## config.mk

```make
export PLATFORM = sky130hd
export DESIGN_NAME = eps_queue
export DESIGN_NICKNAME = d
export VERILOG_FILES = /design/src/rtl/eps_pkg.sv /design/src/rtl/eps_queue.sv
export SDC_FILE = /design/constraint.sdc
export NUM_CORES = 1
export LEC_CHECK = 0
export BUFFER_PORTS_ARGS = -buffer_cell sky130_fd_sc_hd__buf_2
export CORE_ASPECT_RATIO = 1.4
export CORE_UTILIZATION = 35
export DETAILED_ROUTE_END_ITERATION = 10
export GPL_ROUTABILITY_DRIVEN = 0
export PLACE_DENSITY_LB_ADDON = 0.2
export SLEW_MARGIN = 20
export SYNTH_ARGS = -nofsm -noshare
export SYNTH_HDL_FRONTEND = slang
export SYNTH_SLANG_ARGS = --single-unit
```

## constraint.sdc

```tcl
create_clock -name clk -period 2.4 [get_ports clk]
set_input_delay 0.24 -clock clk [delete_from_list [all_inputs] [get_ports clk]]
set_output_delay 0.24 -clock clk [all_outputs]
set_load 0.05 [all_outputs]
```

## src/rtl/eps_pkg.sv

```systemverilog
// Shared types and constants for the prime sieve block.
// Used by eps_front, eps_queue, eps_back and the top level; no dependencies.
package eps_pkg;

	localparam int VAL_W       = 17;                      // candidate / limit width
	localparam int MAX_VALUE   = 131072;                  // bits in the composite map
	localparam int WORD_W      = 32;                      // map bits per memory word
	localparam int BIT_W       = $clog2(WORD_W);
	localparam int MAP_WORDS   = MAX_VALUE / WORD_W;
	localparam int MAP_AW      = $clog2(MAP_WORDS);
	localparam int MARK_W      = VAL_W + 1;               // marking index, room for i + p
	localparam int SQ_W        = 2 * VAL_W;
	localparam int QUEUE_DEPTH = 4;
	localparam int QUEUE_AW    = $clog2(QUEUE_DEPTH);
	localparam int TDATA_W     = ((VAL_W + 7) / 8) * 8;

	typedef logic [VAL_W-1:0]  val_t;
	typedef logic [MAP_AW-1:0] waddr_t;
	typedef logic [BIT_W-1:0]  bsel_t;
	typedef logic [MARK_W-1:0] mark_t;

	localparam val_t VAL_TWO = VAL_W'(2);

	// One classified item, front to back
	typedef struct packed {
		val_t cand;
		logic restart;
		logic order_err;
		logic in_range;
	} cmd_t;

	// Clamp the configured limit to the last map entry
	function automatic val_t eff_limit(val_t lim);
		if (int'(lim) > MAX_VALUE - 1) return VAL_W'(MAX_VALUE - 1);
		return lim;
	endfunction

	function automatic waddr_t word_of(mark_t idx);
		return MAP_AW'(idx >> BIT_W);
	endfunction

	function automatic bsel_t bit_of(mark_t idx);
		return idx[BIT_W-1:0];
	endfunction

endpackage

```

## src/rtl/eps_queue.sv

```systemverilog
// Short command queue between the front and back parts of the prime sieve.
// Depends on eps_pkg (cmd_t, QUEUE_DEPTH).
module eps_queue import eps_pkg::*; (
	input  logic clk,
	input  logic arst_n,
	input  logic push,
	input  cmd_t push_data,
	output logic full,
	input  logic pop,
	output cmd_t pop_data,
	output logic not_empty
);

	cmd_t                slot_q [QUEUE_DEPTH];
	logic [QUEUE_AW-1:0] wr_ptr_q;
	logic [QUEUE_AW-1:0] rd_ptr_q;
	logic [QUEUE_AW:0]   count_q;

	assign full      = (count_q == (QUEUE_AW+1)'(QUEUE_DEPTH));
	assign not_empty = (count_q != '0);
	assign pop_data  = slot_q[rd_ptr_q];

	always_ff @(posedge clk or negedge arst_n) begin
		if (!arst_n) begin
			wr_ptr_q <= '0;
			rd_ptr_q <= '0;
			count_q  <= '0;
		end else begin
			if (push) wr_ptr_q <= wr_ptr_q + 1'b1;
			if (pop)  rd_ptr_q <= rd_ptr_q + 1'b1;
			if (push && !pop)      count_q <= count_q + 1'b1;
			else if (pop && !push) count_q <= count_q - 1'b1;
		end
	end

	always_ff @(posedge clk) begin
		if (push) slot_q[wr_ptr_q] <= push_data;
	end

endmodule

```

# Yosys cells after proc, flatten, opt, wreduce, memory -nomap -nowiden
# Memory sizes are Yosys's and may differ from the RTL's.
# Index checks and enable logic that the tools add are counted.
[totals] output_inout_bits=22 ramBits=80 wordCells=19 reg_bits=7 memories=1
[mem_list] memory="slot_q" depth=4 word_bits=20 read_ports=1 rd_clocked_by_memory_dff=0 write_ports=1 line="eps_queue.sv:14" rtl="cmd_t slot_q [QUEUE_DEPTH];"
[classes] n_eq_ne=1 muxes=4 n_reduce_logical=6 n_addsub=4
[ops] cell="$mux W3" count=2
[ops] cell="$add A2 B1 Y2 const B" count=2
[ops] cell="$add A3 B1 Y3 const B" count=1
[ops] cell="$eq A3 B3 Y1 const B" count=1
[ops] cell="$reduce_bool A3 Y1" count=1
[ops] cell="$sub A3 B1 Y3 const B" count=1
[ops] cell="$logic_and A1 B1 Y1" count=2
[ops] cell="$logic_not A1 Y1" count=2
[ops] cell="$mux W1" count=2
[ops] cell="$reduce_bool A2 Y1" count=1

# Longest topological paths before layout
# Gate-level depths: netlist (run 1).
[logic_depth] ltp_word=4 mapped_depth=7 ltp_nobuf=7

# Worst setup path before layout (run 1)
# No wires, ideal clock.
[synth_path] path_kind="register to output" start="reg count_q[0]" end="out full" t_required_ns=2.160 setup_slack_ns=0.566 n_path_buf=0 t_arrival_ns=1.594 stages_incl_launch_ff=2 path_cell_list="dfrtp_1 -> nor3b_1"
[synth_via] elab_chain_cells=1
[synth_lines] element="start, declared" line="eps_queue.sv:17" rtl="logic [QUEUE_AW:0] count_q;"
[synth_lines] element="start signal, assigned" line="eps_queue.sv:31" rtl="if (push && !pop) count_q <= count_q + 1'b1;"
[synth_lines] element="start signal, assigned" line="eps_queue.sv:32" rtl="else if (pop && !push) count_q <= count_q - 1'b1;"
[synth_lines] element="$eq A3 B3 Y1" line="eps_queue.sv:19" rtl="assign full = (count_q == (QUEUE_AW+1)'(QUEUE_DEPTH));"
[synth_lines] element="end, declared" line="eps_queue.sv:8" rtl="output logic full,"
# No other way between the ends.

==> reports/qor.csv, run 1 <==
metric;value;unit
clockBufferDepth;2;
yosysWarnings;0;
grt_pass1_wl;8830;um
worstReg2RegEnd;slot_q[0][13];
antenna_found_initial;0;
pwr-share-clk;22.1;%
syn_inst;138;
rr_startpoint;wr_ptr_q[0];
dp_hpwl;3830;um
worst_slew_margin_rel;78.5;%
pre_cts_ws;0.709;ns
cp-startpoint;rd_ptr_q[0];
finalPower;5.39;mW
failed_checks;DRC;
drt-met1-wl;2180;um
max-vdd-ir-drop;0.633;mV
synth.top_cells.by_area;edfxtp_1 73%, mux4_2 12%, dfrtp_1 5.3%;
utilization;43.3;%
drc_errors;12;
num-fill-cells;781;
max_freq;498;MHz
rr_worst_depth;4;
grt_max_degree;17;
clock_skew;0.00293;ns
syn_area;3280;um2
synthesis.nets;168;
die_y;117;um
antenna_cells;0;
core_area;9080;um2
comb_power_share;38.4;%
cts_max_level;3;
drv_slew;0;
status;finished, violations left;
path_clk_slew;0.05;ns
drt-vias-per-instance;4.86;
critPathLaunchType;register;
cts_tree;yes;
crit_arrival;1.77;ns
reg2reg_slack;0.77;ns
p_sw_share;37.8;%
antenna_left;0;
synth_cell_types;18;
grt_pass1_vias;1697;
endpoint;pop_data[3];
drtPass1Iterations;7;
yosys.area.top_type;edfxtp_1;
hp-class;primary input to register;
grt_usage;12.8;%
worst_slew_pin_slew;0.322;ns
hold_viol;0;
numClockSinks;87;
finalSetupTns;0;ns
period_share;83.6;%
top_layer;met4;
p_int;3.35;mW
power_switching;2.04;mW
wl_per_cell;17.9;um
syn_avg_cell_area;23.8;um2
critical_path_required;2.16;ns
rsz0062_at_grt;false;
wl_met2;3000;um
area_delta_synth_final;19.7;%
ys_seq_area_share;78.5;%
cts_resized;0;
drive_above_1_share;40.4;%
leakagePower;1.40;nW
layout.nets;228;
end_kind;output pin;
setup_violations;0;
dieArea;9780;um2
wl;5550;um
post-route-min-period;2.01;ns
io_buffers;45;
io_pins;46;
route.met3.wl;271;um
fin_hold_ws;0.124;ns
crit_path_max_fanout;14;
fin_ws;0.393;ns
dr_total_vias;1506;
p_seq_share;39.4;%
clkLatencyLatePin;0.33;ns
cts_buffers;9;
synthDominantCellAreaShare;73.1;%
row_count;41;
initial_core_util;36.2;%
clockRootBuffer;clkbuf_16;
die_w;83.9;um
initialDrtViolationCount;95;
synth-seq-cells;87;
grt.overflow.total;0;
pwr_density_cell;1370;nW/um2
crit_type;register to output pin;
cap_violations;0;
synth_stat cells:
cell      number
edfxtp_1      80
mux4_2        18
dfrtp_1        7
ha_1           5
and2_1         4
inv_1          4
xor2_1         4
buf_2          2
buf_6          2
mux4_1         2
nand2_1        2
xnor2_1        2
fa_1           1
mux2_2         1
nor2_1         1
nor3b_1        1
o21ai_0        1
or3_1          1
through the flow:
step / std cells / area (um2)
after CTS: 310 / 3930
after global placement: 293 / 3660
after global routing: 310 / 3930
after detailed placement: 293 / 3660
final: 310 / 3930
after floorplan: 138 / 3280
worst min path at each step:
stage	endpoint	depth (start not counted)	startpoint
final	rd_ptr_q[0]	2	pop
after floorplan	count_q[0]	0	arst_n
after global routing	slot_q[0][1]	1	push_data[1]
after detailed placement	count_q[2]	1	arst_n
after global placement	count_q[1]	1	arst_n
after CTS	slot_q[3][1]	1	push_data[1]
cell type report:
type	instances	area (um2)	share of cell area, %
Clock buffer	12	236	6.01
Clock inverter	4	22.5	0.573
Inverter	4	15.0	0.382
Multi-Input combinational cell	43	659	16.8
Sequential cell	87	2580	65.5
Tap cell	107	134	3.40
Timing Repair Buffer	53	288	7.32
what timing repair did:
action | CTS | global route
setup buffers | 0 | 0
hold endpoints to repair | 7 | 0
hold buffers | 1 | 0
power by group through the flow:
stage | sequential [mW] | clock [mW] | combinational, mW
floorplan | 2.12 | 0 | 1.66
global placement | 2.13 | 0 | 2.06
detailed placement | 2.16 | 0 | 2.11
CTS | 2.13 | 1.23 | 2.12
global route | 2.16 | 1.28 | 2.19
finish | 2.12 | 1.19 | 2.07
layout by cell type, fill, tap and decap left out:
| cell | instances |
|---|---|
| buf_2 | 45 |
| xor2_1 | 4 |
| fa_1 | 1 |
| mux2_2 | 1 |
| dlygate4sd3_1 | 1 |
| or3_1 | 1 |
| edfxtp_1 | 80 |
| o21ai_0 | 1 |
| and2_1 | 4 |
| nor3b_1 | 1 |
| ha_1 | 5 |
| nand2_1 | 2 |
| inv_1 | 4 |
| clkinv_1 | 2 |
| clkbuf_16 | 9 |
| nor2_1 | 1 |
| xnor2_1 | 2 |
| mux4_1 | 2 |
| clkinvlp_4 | 2 |
| dfrtp_1 | 7 |
| buf_4 | 7 |
| mux4_2 | 18 |
| clkbuf_1 | 3 |
cell families after synthesis:
kind of cell	share of synthesized area, %
fa+ha+maj	2.51
simple gates	1.52
xor+xnor	1.60
flops	78.5
compound gates	0.152
mux	14.3
buf+inv	1.45
sequential cells by signal (all words and copies together), names as in the netlist:
signal and count:
count_q 3, rd_ptr_q 2, slot_q 80, wr_ptr_q 2
worst max-delay path, stage by stage, from the launching register on:
cell	delay (ns)
dfrtp_1	0.34
buf_4	0.30
mux4_2	0.56
buf_2	0.23
metal layers:
metal | vias up | track usage, %
li1 | 686 | -
met4 | 0 | 6.21
met3 | 7 | 4.45
met5 | - | 0
met1 | 773 | 14.0
met2 | 40 | 22.5
Power figures use the tool's default switching activity.
==> run 2: changes to the inputs <==
--- a/config.mk
+++ b/config.mk
@@ -5,6 +5,7 @@
 export SDC_FILE = /design/constraint.sdc
 export NUM_CORES = 1
 export LEC_CHECK = 0
+export ABC_AREA = 1
 export BUFFER_PORTS_ARGS = -buffer_cell sky130_fd_sc_hd__buf_2
 export CORE_ASPECT_RATIO = 1.4
 export CORE_UTILIZATION = 35
==> constraint.sdc (replaced) <==
create_clock -name clk -period 1.6 [get_ports clk]
set_input_delay 0.16 -clock clk [delete_from_list [all_inputs] [get_ports clk]]
set_output_delay 0.16 -clock clk [all_outputs]
set_load 0.05 [all_outputs]
==> reports/qor.csv, run 2 <==
metric;value;unit
status;finished, violations left;
failed_checks;setup timing;
pwr_density_cell;2140;nW/um2
pwr-share-clk;19.8;%
clockBufferDepth;2;
reg2reg_slack;0.28;ns
syn_avg_cell_area;12.8;um2
end_kind;output pin;
drive_above_1_share;21.2;%
io_buffers;45;
grt_pass1_vias;2065;
p_sw_share;42.0;%
dr_total_vias;2144;
hp-class;primary input to register;
setup_violations;6;
worst_slew_pin_slew;0.272;ns
leakagePower;1.82;nW
drt-vias-per-instance;4.51;
synth_cell_types;17;
ys.flop_type;edfxtp_1;
synth.top_cells.by_area;edfxtp_1 66%, o211ai_1 8.3%, nand2_1 7.7%;
layout.nets;365;
die_y;122;um
hold_viol;0;
dieArea;10800;um2
core_area;10000;um2
min_delay_path_depth;1;
synthesis.nets;312;
initialDrtViolationCount;104;
wl_per_cell;14.0;um
largest_reg_flops;80;
drv_slew;0;
dp.cells;458;
period_share;101;%
num-fill-cells;955;
drtPass1Iterations;4;
critPathLaunchType;register;
synthTopCellsByCount;80 x edfxtp_1, 74 x nand2_1, 52 x inv_1;
placed_area;4020;um2
power_switching;3.97;mW
max-vdd-ir-drop;0.998;mV
cts_tree;yes;
clkLatencyLatePin;0.34;ns
synth-async-reset-ratio;8.05;%
comb_power_share;46.7;%
path_clk_slew;0.06;ns
final_common_cell;edfxtp_1;
dp_hpwl;4030;um
yosys.area.top_type;edfxtp_1;
post-route-min-period;1.62;ns
initial_core_util;36.2;%
io_pins;46;
post_cts_buffers;0;
fin_area;4410;um2
synth_most_common_cell;edfxtp_1;
yosysWarnings;0;
fin_ws;-0.0210;ns
grt.overflow.total;0;
reg.largest.list;slot_q: 80 flops, count_q: 3 flops;
cap_violations;0;
worst_slew_margin_rel;81.9;%
critical_path_required;1.44;ns
antenna_left;0;
grt_pass1_wl;10500;um
row_count;43;
syn_area;3620;um2
crit_type;register to output pin;
clockRootBuffer;clkbuf_16;
finalSetupTns;-0.0509;ns
synthDominantCellAreaShare;66.4;%
ys_seq_area_share;71.2;%
numClockSinks;87;
synth-seq-cells;87;
p_seq_share;33.5;%
rsz0062_at_grt;true;
max_freq;617;MHz
antenna_found_initial;0;
synth_edf_count;80;
cts_buffers;9;
p_int;5.48;mW
layout_common_cells;80 x edfxtp_1, 74 x nand2_1, 51 x inv_1;
largest_register;slot_q;
crit_path_max_fanout;22;
cts_max_level;3;
syn_inst;282;
clock_skew;0.00530;ns
rr_worst_depth;5;
crit_arrival;1.46;ns
wl;6660;um
antenna_cells;0;
grt_max_degree;61;
drc_errors;0;
area_delta_synth_final;21.7;%
grt_usage;13.8;%
die_w;88.0;um
final_cells;475;
run 2: layout make-up:
cell class                      count  area [um2]  share of cell area, %
Clock inverter                      6        37.5                  0.852
Clock buffer                       10         229                   5.20
Multi-Input combinational cell    129         726                   16.5
Inverter                           52         195                   4.43
Timing Repair Buffer               56         470                   10.7
Tap cell                          135         169                   3.83
Sequential cell                    87        2580                   58.5
run 2: cell families after synthesis:
group	after synthesis	synth area share, %
xor gates and xnor gates	4	0.968
adders and majority gates	6	2.28
DFF	87	71.2
and+or+nand+nor	78	8.23
buffers and inverters	66	8.88
AOI/OAI and AO/OA	41	8.43
run 2: per-layer routing:
layer	share of wire, %	global-route usage [%]	vias up
met3	4.0	3.77	10
met5	0	0	-
met1	43	15.7	1027
li1	-	-	1068
met4	2.6	8.20	0
met2	51	22.8	39
run 2: metrics by stage:
stage | utilization (%) | total power, mW | worst slack, ns | hold WS, ns
after floorplan | - | 6.31 | 0.158 | -0.136
after global placement | 40.2 | 7.16 | 0.263 | 0.0156
after detailed placement | 40.2 | 7.20 | 0.239 | 0.0171
after CTS | 44.0 | 9.59 | -0.0591 | 0.0273
after global routing | 44.0 | 9.98 | -0.122 | 0.0269
final | 44.0 | 9.45 | -0.0210 | 0.0382
run 2: power groups by stage:
stage	Sequential [mW]	Clock [mW]	Combinational [mW]
after floorplan	3.17	0	3.13
after global placement	3.20	0	3.96
after detailed placement	3.21	0	3.99
after CTS	3.17	1.93	4.49
after global routing	3.21	2.01	4.76
final	3.17	1.87	4.41
run 2: final timing paths:
kind | start | endpoint
setup / recovery | rd_ptr_q[0] | pop_data[11]
hold / removal | push_data[16] | slot_q[1][16]
setup reg to reg | wr_ptr_q[0] | slot_q[0][5]
hold reg to reg | count_q[2] | count_q[2]
max in group asynchronous | arst_n | rd_ptr_q[0]
min in group asynchronous | arst_n | rd_ptr_q[1]
run 2: critical path: stages, from the launching register on:
cell and delay (ns):
dfrtp_2 0.42, buf_4 0.21, o211ai_1 0.19, nand2_1 0.10, buf_4 0.20
run 2: timing repair:
| item | 4_1_cts | 5_1_grt |
|---|---|---|
| hold buffers | 1 | 0 |
| hold endpoints to repair | 7 | 0 |
| cloned | 0 | 0 |
| gates resized for setup | 36 | 1 |
| endpoints found under the setup margin | 20 | 20 |
| pin swaps | 5 | 0 |
