File: src/rtl/eps_pkg.sv
// Shared types and constants for the prime sieve block.
// Used by eps_front, eps_queue, eps_back and the top level; no dependencies.
package eps_pkg;

	localparam int VAL_W       = 17;                      // candidate / limit width
	localparam int MAX_VALUE   = 131072;                  // bits in the composite map
	localparam int WORD_W      = 32;                      // map bits per memory word
	localparam int BIT_W       = $clog2(WORD_W);
	localparam int MAP_WORDS   = MAX_VALUE / WORD_W;
	localparam int MAP_AW      = $clog2(MAP_WORDS);
	localparam int MARK_W      = VAL_W + 1;               // marking index, room for i + p
	localparam int SQ_W        = 2 * VAL_W;
	localparam int QUEUE_DEPTH = 4;
	localparam int QUEUE_AW    = $clog2(QUEUE_DEPTH);
	localparam int TDATA_W     = ((VAL_W + 7) / 8) * 8;

	typedef logic [VAL_W-1:0]  val_t;
	typedef logic [MAP_AW-1:0] waddr_t;
	typedef logic [BIT_W-1:0]  bsel_t;
	typedef logic [MARK_W-1:0] mark_t;

	localparam val_t VAL_TWO = VAL_W'(2);

	// One classified item, front to back
	typedef struct packed {
		val_t cand;
		logic restart;
		logic order_err;
		logic in_range;
	} cmd_t;

	// Clamp the configured limit to the last map entry
	function automatic val_t eff_limit(val_t lim);
		if (int'(lim) > MAX_VALUE - 1) return VAL_W'(MAX_VALUE - 1);
		return lim;
	endfunction

	function automatic waddr_t word_of(mark_t idx);
		return MAP_AW'(idx >> BIT_W);
	endfunction

	function automatic bsel_t bit_of(mark_t idx);
		return idx[BIT_W-1:0];
	endfunction

endpackage

File: src/rtl/eps_front.sv
// Front part of the prime sieve: limit register, order check and range check.
// Depends on eps_pkg; feeds eps_queue.
module eps_front import eps_pkg::*; (
	input  logic               clk,
	input  logic               arst_n,
	input  logic               cfg_wr_en,
	input  val_t               cfg_wr_data,
	input  logic               s_tvalid,
	output logic               s_tready,
	input  logic [TDATA_W-1:0] s_tdata,
	input  logic               s_tuser,
	input  logic               q_full,
	input  logic               hold,
	output logic               push,
	output cmd_t               push_data,
	output val_t               eff_lim
);

	val_t expected_q;
	val_t lim_q;
	val_t cand;
	val_t exp_now;

	assign eff_lim  = lim_q;
	assign s_tready = !q_full && !hold;
	assign push     = s_tvalid && s_tready;

	assign cand    = s_tdata[VAL_W-1:0];
	assign exp_now = s_tuser ? VAL_TWO : expected_q;

	always_comb begin
		push_data.cand      = cand;
		push_data.restart   = s_tuser;
		push_data.order_err = (cand != exp_now);
		push_data.in_range  = (cand >= VAL_TWO) && (cand <= lim_q);
	end

	always_ff @(posedge clk or negedge arst_n) begin
		if (!arst_n) begin
			expected_q <= VAL_TWO;
			lim_q      <= eff_limit(VAL_TWO);
		end else begin
			if (cfg_wr_en) lim_q <= eff_limit(cfg_wr_data);
			// advance on an expected candidate; a restart rewinds even on mismatch
			if (push) begin
				if (cand == exp_now) expected_q <= cand + 1'b1;
				else if (s_tuser)    expected_q <= VAL_TWO;
			end
		end
	end

endmodule

File: config.mk
export PLATFORM = sky130hd
export DESIGN_NAME = eps_front
export DESIGN_NICKNAME = d
export VERILOG_FILES = /design/src/rtl/eps_pkg.sv /design/src/rtl/eps_front.sv
export SDC_FILE = /design/constraint.sdc
export NUM_CORES = 1
export LEC_CHECK = 0
export BUFFER_PORTS_ARGS = -buffer_cell sky130_fd_sc_hd__buf_2
export CORE_MARGIN = 1
export CORE_UTILIZATION = 35
export CTS_BUF_LIST = sky130_fd_sc_hd__clkbuf_2
export DETAILED_ROUTE_END_ITERATION = 8
export SYNTH_ARGS = -nofsm -noshare
export SYNTH_HDL_FRONTEND = slang
export SYNTH_SLANG_ARGS = --single-unit
File: constraint.sdc
create_clock -name clk -period 4.4 [get_ports clk]
set_input_delay 0.88 -clock clk [delete_from_list [all_inputs] [get_ports clk]]
set_output_delay 0.88 -clock clk [all_outputs]
set_load 0.1 [all_outputs]
* After elaboration in Yosys (flattened, before gate mapping)
Index checks and enable logic that the tools add are counted. Widths: inputs -> output; s select.
Word-level totals: bits in registers 34, bits of input ports 48, output and inout bits 39, logic and storage cells 14
Cells by class: add/sub/neg operators 1, $lt $le $gt $ge 2, eq/ne operators 2, multiplexer cells 2, reductions and logical operators 5
Operators by type and width (number):
- $mux 17 | 2
- $add 17x1->17 const B | 1
- $eq 17x17->1 | 1
- $ge 17x2->1 const B | 1
- $le 17x17->1 | 1
- $ne 17x17->1 | 1
- $logic_and 1x1->1 | 3
- $logic_not 1->1 | 2

* Longest topological paths before layout
Gate-level depths: netlist of the first run.
word-level depth 3, mapped depth 8

* Worst setup path before layout of the first run
OpenSTA, ideal clock, no wires.
kind register to output, start reg lim_q[6] (netlist: eff_lim[6]), end out push_data[0] (netlist bit), data arrival time 4.035 ns, required time 3.520 ns, setup slack -0.515 ns, cell stages (with the launch flop) 7, buffers on the path 0, path through dfrtp_1 inv_1 ha_1 and4_1 nand2_1 o41a_1 nor3_1
RTL lines:
- from (decl) | line eps_front.sv:20 | val_t lim_q;
- from (signal assigned) | line eps_front.sv:41 | lim_q <= eff_limit(VAL_TWO);
- from (signal assigned) | line eps_front.sv:43 | if (cfg_wr_en) lim_q <= eff_limit(cfg_wr_data);
- to (decl) | line eps_front.sv:15 | output cmd_t push_data,

==> impl_metrics.py, run 1 <==
metrics = {
    "logic_synthesis": {
        "synth_cell_type_count": 48,
        "dominant_combinational_cell_family_by_area_after_synthesis": "simple AND/OR/NAND/NOR gates",
        "yosysTopAreaCellShare": 0.309,
        "synthXorXnorAreaFrac": 0.0810,
        "yosys_most_used_dff": "dfrtp_1",
        "synth_top_cell_by_area": "dfrtp_1",
        "synth_top_cells_by_area": "dfrtp_1 31%, ha_1 9.2%, buf_4 5.2%",
        "post_synthesis_compound_gate_area_fraction": 0.195,
        "net_count_synth": 350,
        "synth-edff-count": 0,
        "netlist_area_pre_place_um2": 2590,
        "synth_fa_ha_area_frac": 0.0916,
        "ys_seq_area_frac": 0.329,
        "syn_avg_cell_area_um2": 9.17,
        "synthesis.yosys.warnings": 0,
        "synthArstFlopShare": 1.00,
        "yosys-mux-area-fraction": 0.00434,
        "synth_simple_gate_area_frac": 0.198,
        "ys_seq_elements": 34,
        "netlist_instances": 283,
    },
    "global_routing": {
        "grt_start_max_net_pins": 35,
        "first_global_vias": 2016,
        "grt_first_pass_wirelength_mm": 10.0,
        "grt-ovfl-total": 0,
        "initial_antenna_violation_count": 0,
        "gr-usage-all-layers": 0.171,
    },
    "layout": {
        "area_growth_syn_to_layout_pct": 16.2,
        "multi_input_comb_area_um2": 1480,
        "most-common-layout-cells": "79 x buf_2, 32 x dfrtp_1, 25 x nand2_1",
        "antenna-diode-count": 0,
        "layout_commonest_cell": "buf_2",
        "final_util": 0.418,
        "drive_gt1_frac": 0.294,
        "net_count_final": 409,
        "fillerInstances": 768,
        "sequential_cell_area_um2": 853,
        "post_layout_inst_area_um2": 3020,
    },
    "pwr": {
        "p_leak_nw": 1.41,
        "ir_drop_mv": 0.139,
        "power.density_cell_area_nw_per_um2": 317,
        "power.total_uw": 956,
    },
    "setup_path": {
        "worstSetupPathType": "primary input to output port",
        "critical_path_required_ns": 3.52,
        "critPathLaunchType": "primary input",
        "crit_path_end_kind": "output port",
        "worst-path-max-fanout": 6,
        "arrival_ns": 2.69,
        "timing.rr.start": "expected_q[6]$_DFFE_PN0P_",
        "timing.reg2reg.worst_path_depth": 6,
        "timing.reg2reg.setup_slack_ns": 2.30,
        "r2r-end": "expected_q[14]$_DFFE_PN0P_",
    },
    "die": {
        "row_count": 31,
        "die-width_um": 88.1,
        "initial_utilization": 0.360,
        "die-height_um": 88.1,
        "placeableCoreArea_um2": 7210,
        "fp.dieArea_um2": 7760,
        "io_pins": 87,
    },
    "cts": {
        "post-cts-setup-buffers": 0,
        "cts_root_buf": "clkbuf_2",
        "numCtsBuffers": 5,
        "ctsLongestPathBuffers": 2,
        "worstSkewPairLatency_ns": 0.38,
        "htree_levels": 2,
        "clk_transition_reported_paths_ns": 0.18,
        "cts_sinks": 34,
        "holdBufCountCts": 0,
        "cts-resized-gates": 0,
        "cts_tree": "built",
    },
    "min_path": {
        "timing.hold.worst_endpoint": "expected_q[14]$_DFFE_PN0P_",
        "worst_hold_path_type": "flip-flop to flip-flop",
        "min-delay-start": "expected_q[14]$_DFFE_PN0P_",
        "hold_depth": 1,
    },
    "place": {
        "place.detailed.hpwl_mm": 4.76,
        "last_weighted_congestion_value_of_the_routability_driven_placer": 0.756,
        "io_buf_count": 79,
        "postPlaceCellArea_um2": 2930,
    },
    "timing": {
        "timing.final.crit_share": 0.812,
        "fmaxAchievable_mhz": 280,
        "slew_headroom": 0.458,
        "layout_min_cycle_time_ns": 3.57,
        "worst_clock_skew_ns": 0.0145,
        "setup_viol": 0,
        "rsz0062_at_grt": "no",
        "finalSetupTns_ns": 0,
        "drv_slew": 0,
        "slew_at_the_pin_closest_to_its_max_slew_limit_ns": 0.814,
        "finalHoldViolCount": 0,
    },
    "detailed_routing": {
        "route.detailed.drc": 0,
        "final_wl_mm": 6.39,
        "route.antenna.remaining_nets": 0,
        "dr_total_vias": 2209,
        "drt_iter0_markers": 79,
        "wl_per_cell_um": 14.5,
        "vias_per_cell": 5.00,
        "drt_first_pass_iters": 4,
    },
    "status": {
        "outcome": "finished, final reports clean",
    },
    "flow_run": {
        "cap_violations": 0,
    },
}
[area by class of cell]
cell class / instances / share of cell area
Timing Repair Buffer: 79 / 0.131
Sequential cell: 34 / 0.283
Tap cell: 99 / 0.0411
Clock buffer: 5 / 0.00830
Clock inverter: 3 / 0.0212
Multi-Input combinational cell: 203 / 0.492
Inverter: 19 / 0.0237
[registers in the layout (all words and copies together) (netlist names)]
| signal | cells |
|---|---|
| eff_lim | 17 |
| expected_q | 17 |
[worst max-delay path by stage]
stage	from	end	slack, ns	cells after the start
floorplan	hold	expected_q[0]$_DFFE_PN0P_	0.13	7
global placement	s_tdata[14]	push_data[0]	0.84	9
detailed placement	s_tdata[14]	push_data[0]	0.83	9
CTS	s_tdata[14]	push_data[0]	0.82	9
global route	s_tdata[14]	push_data[0]	0.70	9
finish	s_tdata[14]	push_data[0]	0.83	9
[cell families after synthesis]
kind of cell / count (synthesis)
simple gates: 93
compound gates: 66
buf+inv: 46
flops: 34
xor+xnor: 24
fa+ha+maj: 19
mux: 1
[where the power goes]
part	switching, mW	internal, mW
combinational	0.281	0.0725
sequential	0.00708	0.327
clock	0.117	0.151
total	0.405	0.551
[cells in the mapped netlist (3+ instances only)]
master and n:
nand3b_1 3, buf_6 3, xnor2_1 12, and2_1 4, o21ai_0 24, xor2_1 12
nand2b_1 4, o2bb2ai_2 8, nor2_1 18, nand4_1 7, dfrtp_1 32, clkbuf_1 5
and3_1 4, o2bb2ai_1 7, inv_1 19, nand2_1 25, nand4bb_1 3, o22a_1 3
a21oi_1 4, a21o_1 4, buf_4 18, ha_1 19, nor2b_1 5, nand3_1 9
o21a_1 3
[metal layers]
metal	global-route usage	share of wire	vias to the layer above
met5	0	0	-
met4	0.0543	0.013	0
met3	0.0226	0.038	6
met2	0.292	0.48	57
met1	0.225	0.46	1047
li1	-	-	1099
[critical path, cell delays in order]
cell and delay [ns]:
buf_2 0.15, ha_1 0.33, a21o_1 0.17, a21o_1 0.17
a21oi_1 0.15, o21ai_0 0.12, o41a_1 0.14, nor3_2 0.14
buf_2 0.44
[per-stage QoR]
stage                     instances  setup slack, ns  hold WS, ns
after floorplan                 283            0.133        0.449
after detailed placement        434            0.827        0.482
after CTS                       442            0.817        0.523
after global routing            442            0.695        0.541
after global placement          434            0.839        0.476
final                           442            0.825        0.514
(Power assumes the default switching activity.)
==> inputs of run 2 (changes only) <==
- ABC_AREA: unset -> 1
- clock period: 4.4 -> 3.4 ns (I/O delays scaled with it)
==> impl_metrics.py, run 2 <==
metrics = {
    "place": {
        "last_weighted_congestion_value_of_the_routability_driven_placer": 0.871,
        "place.detailed.hpwl_mm": 5.67,
        "io_buf_count": 79,
        "placed_cells_incl_taps": 587,
        "postPlaceCellArea_um2": 3240,
    },
    "pwr": {
        "power.density_cell_area_nw_per_um2": 365,
        "switching_share": 0.462,
        "ir_drop_mv": 0.221,
        "clkPwrFrac": 0.235,
        "p_leak_nw": 1.88,
        "intPower_uw": 650,
        "pwr-share-comb": 0.401,
        "p_seq_frac": 0.364,
        "power_switching_uw": 558,
        "power.total_mw": 1.21,
    },
    "die": {
        "fp.dieArea_um2": 8570,
        "initial_utilization": 0.366,
        "die-width_um": 92.6,
        "row_count": 32,
        "io_pins": 87,
        "die-height_um": 92.6,
        "placeableCoreArea_um2": 7850,
    },
    "setup_path": {
        "worst_path_dominant_cell_family": "buffers and inverters",
        "worstPathBufferInverterCount": 3,
        "max_stage_delay_ns": 0.44,
        "critical_path_required_ns": 2.72,
        "worstSetupPathDepth": 10,
        "timing.reg2reg.worst_path_depth": 11,
        "critPathLaunchType": "primary input",
        "critical-path-slowest-cell": "buf_2",
        "arrival_ns": 2.31,
        "crit_path_end_kind": "output port",
        "worst-path-max-fanout": 9,
        "cp_cell_sequence": "buf_2 > ha_1 > nand2_1 > inv_1 > o21ai_0 > nand2_1 > a21oi_1 > nand3_1 > a21oi_2 > buf_2",
        "worstSetupPathType": "primary input to output port",
    },
    "logic_synthesis": {
        "netlist_instances": 429,
        "net_count_synth": 496,
        "synth_cell_type_count": 28,
        "yosysTopAreaCellShare": 0.279,
        "synth_top_cell_by_area": "dfrtp_1",
        "synthesis.yosys.warnings": 0,
        "synthArstFlopShare": 1.00,
        "synth_commonest_cells": "160 x nand2_1, 44 x nand3_1, 39 x inv_1",
        "ys_seq_area_frac": 0.297,
        "synth_top_cells_by_area": "dfrtp_1 28%, nand2_1 21%, ha_1 8.3%",
        "yosys_most_used_dff": "dfrtp_1",
        "ys_seq_elements": 34,
        "netlist_area_pre_place_um2": 2870,
        "synth-edff-count": 0,
        "syn_avg_cell_area_um2": 6.69,
        "synth.most_common_cell": "nand2_1",
    },
    "detailed_routing": {
        "met2WireLength_mm": 3.48,
        "drt_first_pass_iters": 5,
        "drt_iter0_markers": 129,
        "wl_met1_mm": 3.89,
        "met3WireLength_um": 321,
        "route.detailed.drc": 0,
        "route.antenna.remaining_nets": 0,
        "final_wl_mm": 7.75,
        "dr_total_vias": 2922,
        "vias_per_cell": 4.91,
        "routed.top_layer": "met4",
        "wl_per_cell_um": 13.0,
    },
    "timing": {
        "worst_clock_skew_ns": 0.0114,
        "setup_viol": 0,
        "fmaxAchievable_mhz": 334,
        "slew_at_the_pin_closest_to_its_max_slew_limit_ns": 0.793,
        "layout_min_cycle_time_ns": 2.99,
        "slew_headroom": 0.471,
        "finalHoldViolCount": 0,
        "rsz0062_at_grt": "no",
        "drv_slew": 0,
        "finalSetupTns_ns": 0,
        "timing.final.crit_share": 0.880,
    },
    "cts": {
        "holdBufCountCts": 0,
        "worstSkewPairLatency_ns": 0.39,
        "clk_transition_reported_paths_ns": 0.20,
        "cts_tree": "built",
        "post-cts-setup-buffers": 0,
        "cts-resized-gates": 0,
        "cts_root_buf": "clkbuf_2",
        "cts_sinks": 34,
        "ctsLongestPathBuffers": 2,
        "htree_levels": 2,
        "numCtsBuffers": 5,
    },
    "layout": {
        "drive_gt1_frac": 0.213,
        "layout_commonest_cell": "nand2_1",
        "final_cells": 595,
        "most-common-layout-cells": "160 x nand2_1, 79 x buf_2, 44 x nand3_1",
        "net_count_final": 559,
        "area_growth_syn_to_layout_pct": 15.3,
        "fillerInstances": 876,
        "post_layout_inst_area_um2": 3310,
        "antenna-diode-count": 0,
    },
    "global_routing": {
        "grt_start_max_net_pins": 35,
        "first_global_vias": 2738,
        "grt_first_pass_wirelength_mm": 13.2,
        "initial_antenna_violation_count": 0,
        "gr-usage-all-layers": 0.194,
        "grt-ovfl-total": 0,
    },
    "min_path": {
        "worst_hold_path_type": "primary input to asynchronous set/reset pin",
    },
    "status": {
        "outcome": "finished, final reports clean",
    },
    "flow_run": {
        "cap_violations": 0,
    },
}
==> run 2: cell types whose count changed after synthesis, moves of 5 or more <==
cell / previous run / this run
inv_1: 19 / 39
nand2_1: 25 / 160
nand3_1: 9 / 44
nand4_1: 7 / 20
nor2_1: 18 / 25
nor2b_1: 5 / 0
o2bb2ai_1: 7 / 0
o2bb2ai_2: 8 / 0
xnor2_1: 12 / 2
==> run 2: final cells by class <==
cell class	instances	area, um^2	share of cell area
Clock buffer	6	30.0	0.00907
Sequential cell	34	853	0.258
Multi-Input combinational cell	323	1660	0.500
Inverter	42	158	0.0476
Clock inverter	2	37.5	0.0113
Timing Repair Buffer	86	448	0.135
Tap cell	102	128	0.0386
==> run 2: stage by stage <==
| step | setup WS, ns | hold WS, ns | utilization |
|---|---|---|---|
| 2_1_floorplan | -0.00392 | 0.384 | - |
| 3_3_place_gp | 0.424 | 0.464 | 0.413 |
| 3_5_place_dp | 0.407 | 0.466 | 0.413 |
| 4_1_cts | 0.396 | 0.358 | 0.422 |
| 5_1_grt | 0.166 | 0.357 | 0.422 |
| 6_report | 0.409 | 0.330 | 0.422 |
==> run 2: metal layers <==
| layer | vias up | global-route usage |
|---|---|---|
| li1 | 1504 | - |
| met1 | 1333 | 0.271 |
| met2 | 76 | 0.315 |
| met3 | 9 | 0.0304 |
| met4 | 0 | 0.0365 |
| met5 | - | 0 |
==> run 2: worst paths after layout <==
path / startpoint / to / slack, ns
max: s_tdata[10] / push_data[0] / 0.41
min: arst_n / expected_q[0]$_DFFE_PN0P_ / 0.33
max reg2reg: expected_q[1]$_DFFE_PN1P_ / expected_q[10]$_DFFE_PN0P_ / 1.69
min reg2reg: expected_q[1]$_DFFE_PN1P_ / expected_q[1]$_DFFE_PN1P_ / 0.49
max in group asynchronous: arst_n / eff_lim[7]$_DFFE_PN0P_ / 2.57
min in group clk: cfg_wr_data[16] / eff_lim[16]$_DFFE_PN0P_ / 0.47
==> run 2: worst reg2reg max path, stage by stage, from the launching register on <==
cell	delay, ns
dfstp_2	0.59
nor2_1	0.05
nand2_1	0.06
nand2_1	0.05
nor2_1	0.13
nand3_1	0.16
inv_2	0.11
nand3_4	0.07
buf_4	0.21
nand2_1	0.09
nand3_1	0.07
nand2_1	0.07
==> run 2: kinds of logic after synthesis <==
family                   count (synthesis)  synth area share
AO/OA/AOI/OAI                           31            0.0558
XOR/XNOR                                11            0.0336
adder cells (fa/ha/maj)                 19            0.0828
buffers and inverters                   72             0.129
flip-flops                              34             0.297
multiplexers                             1           0.00392
AND/OR/NAND/NOR                        261             0.398
==> run 2: power groups by stage <==
stage | combinational, mW | sequential [mW] | clock (mW)
3_3_place_gp | 0.481 | 0.446 | 0
2_1_floorplan | 0.250 | 0.582 | 0
6_report | 0.484 | 0.439 | 0.284
4_1_cts | 0.488 | 0.439 | 0.292
3_5_place_dp | 0.487 | 0.446 | 0
5_1_grt | 0.523 | 0.443 | 0.317
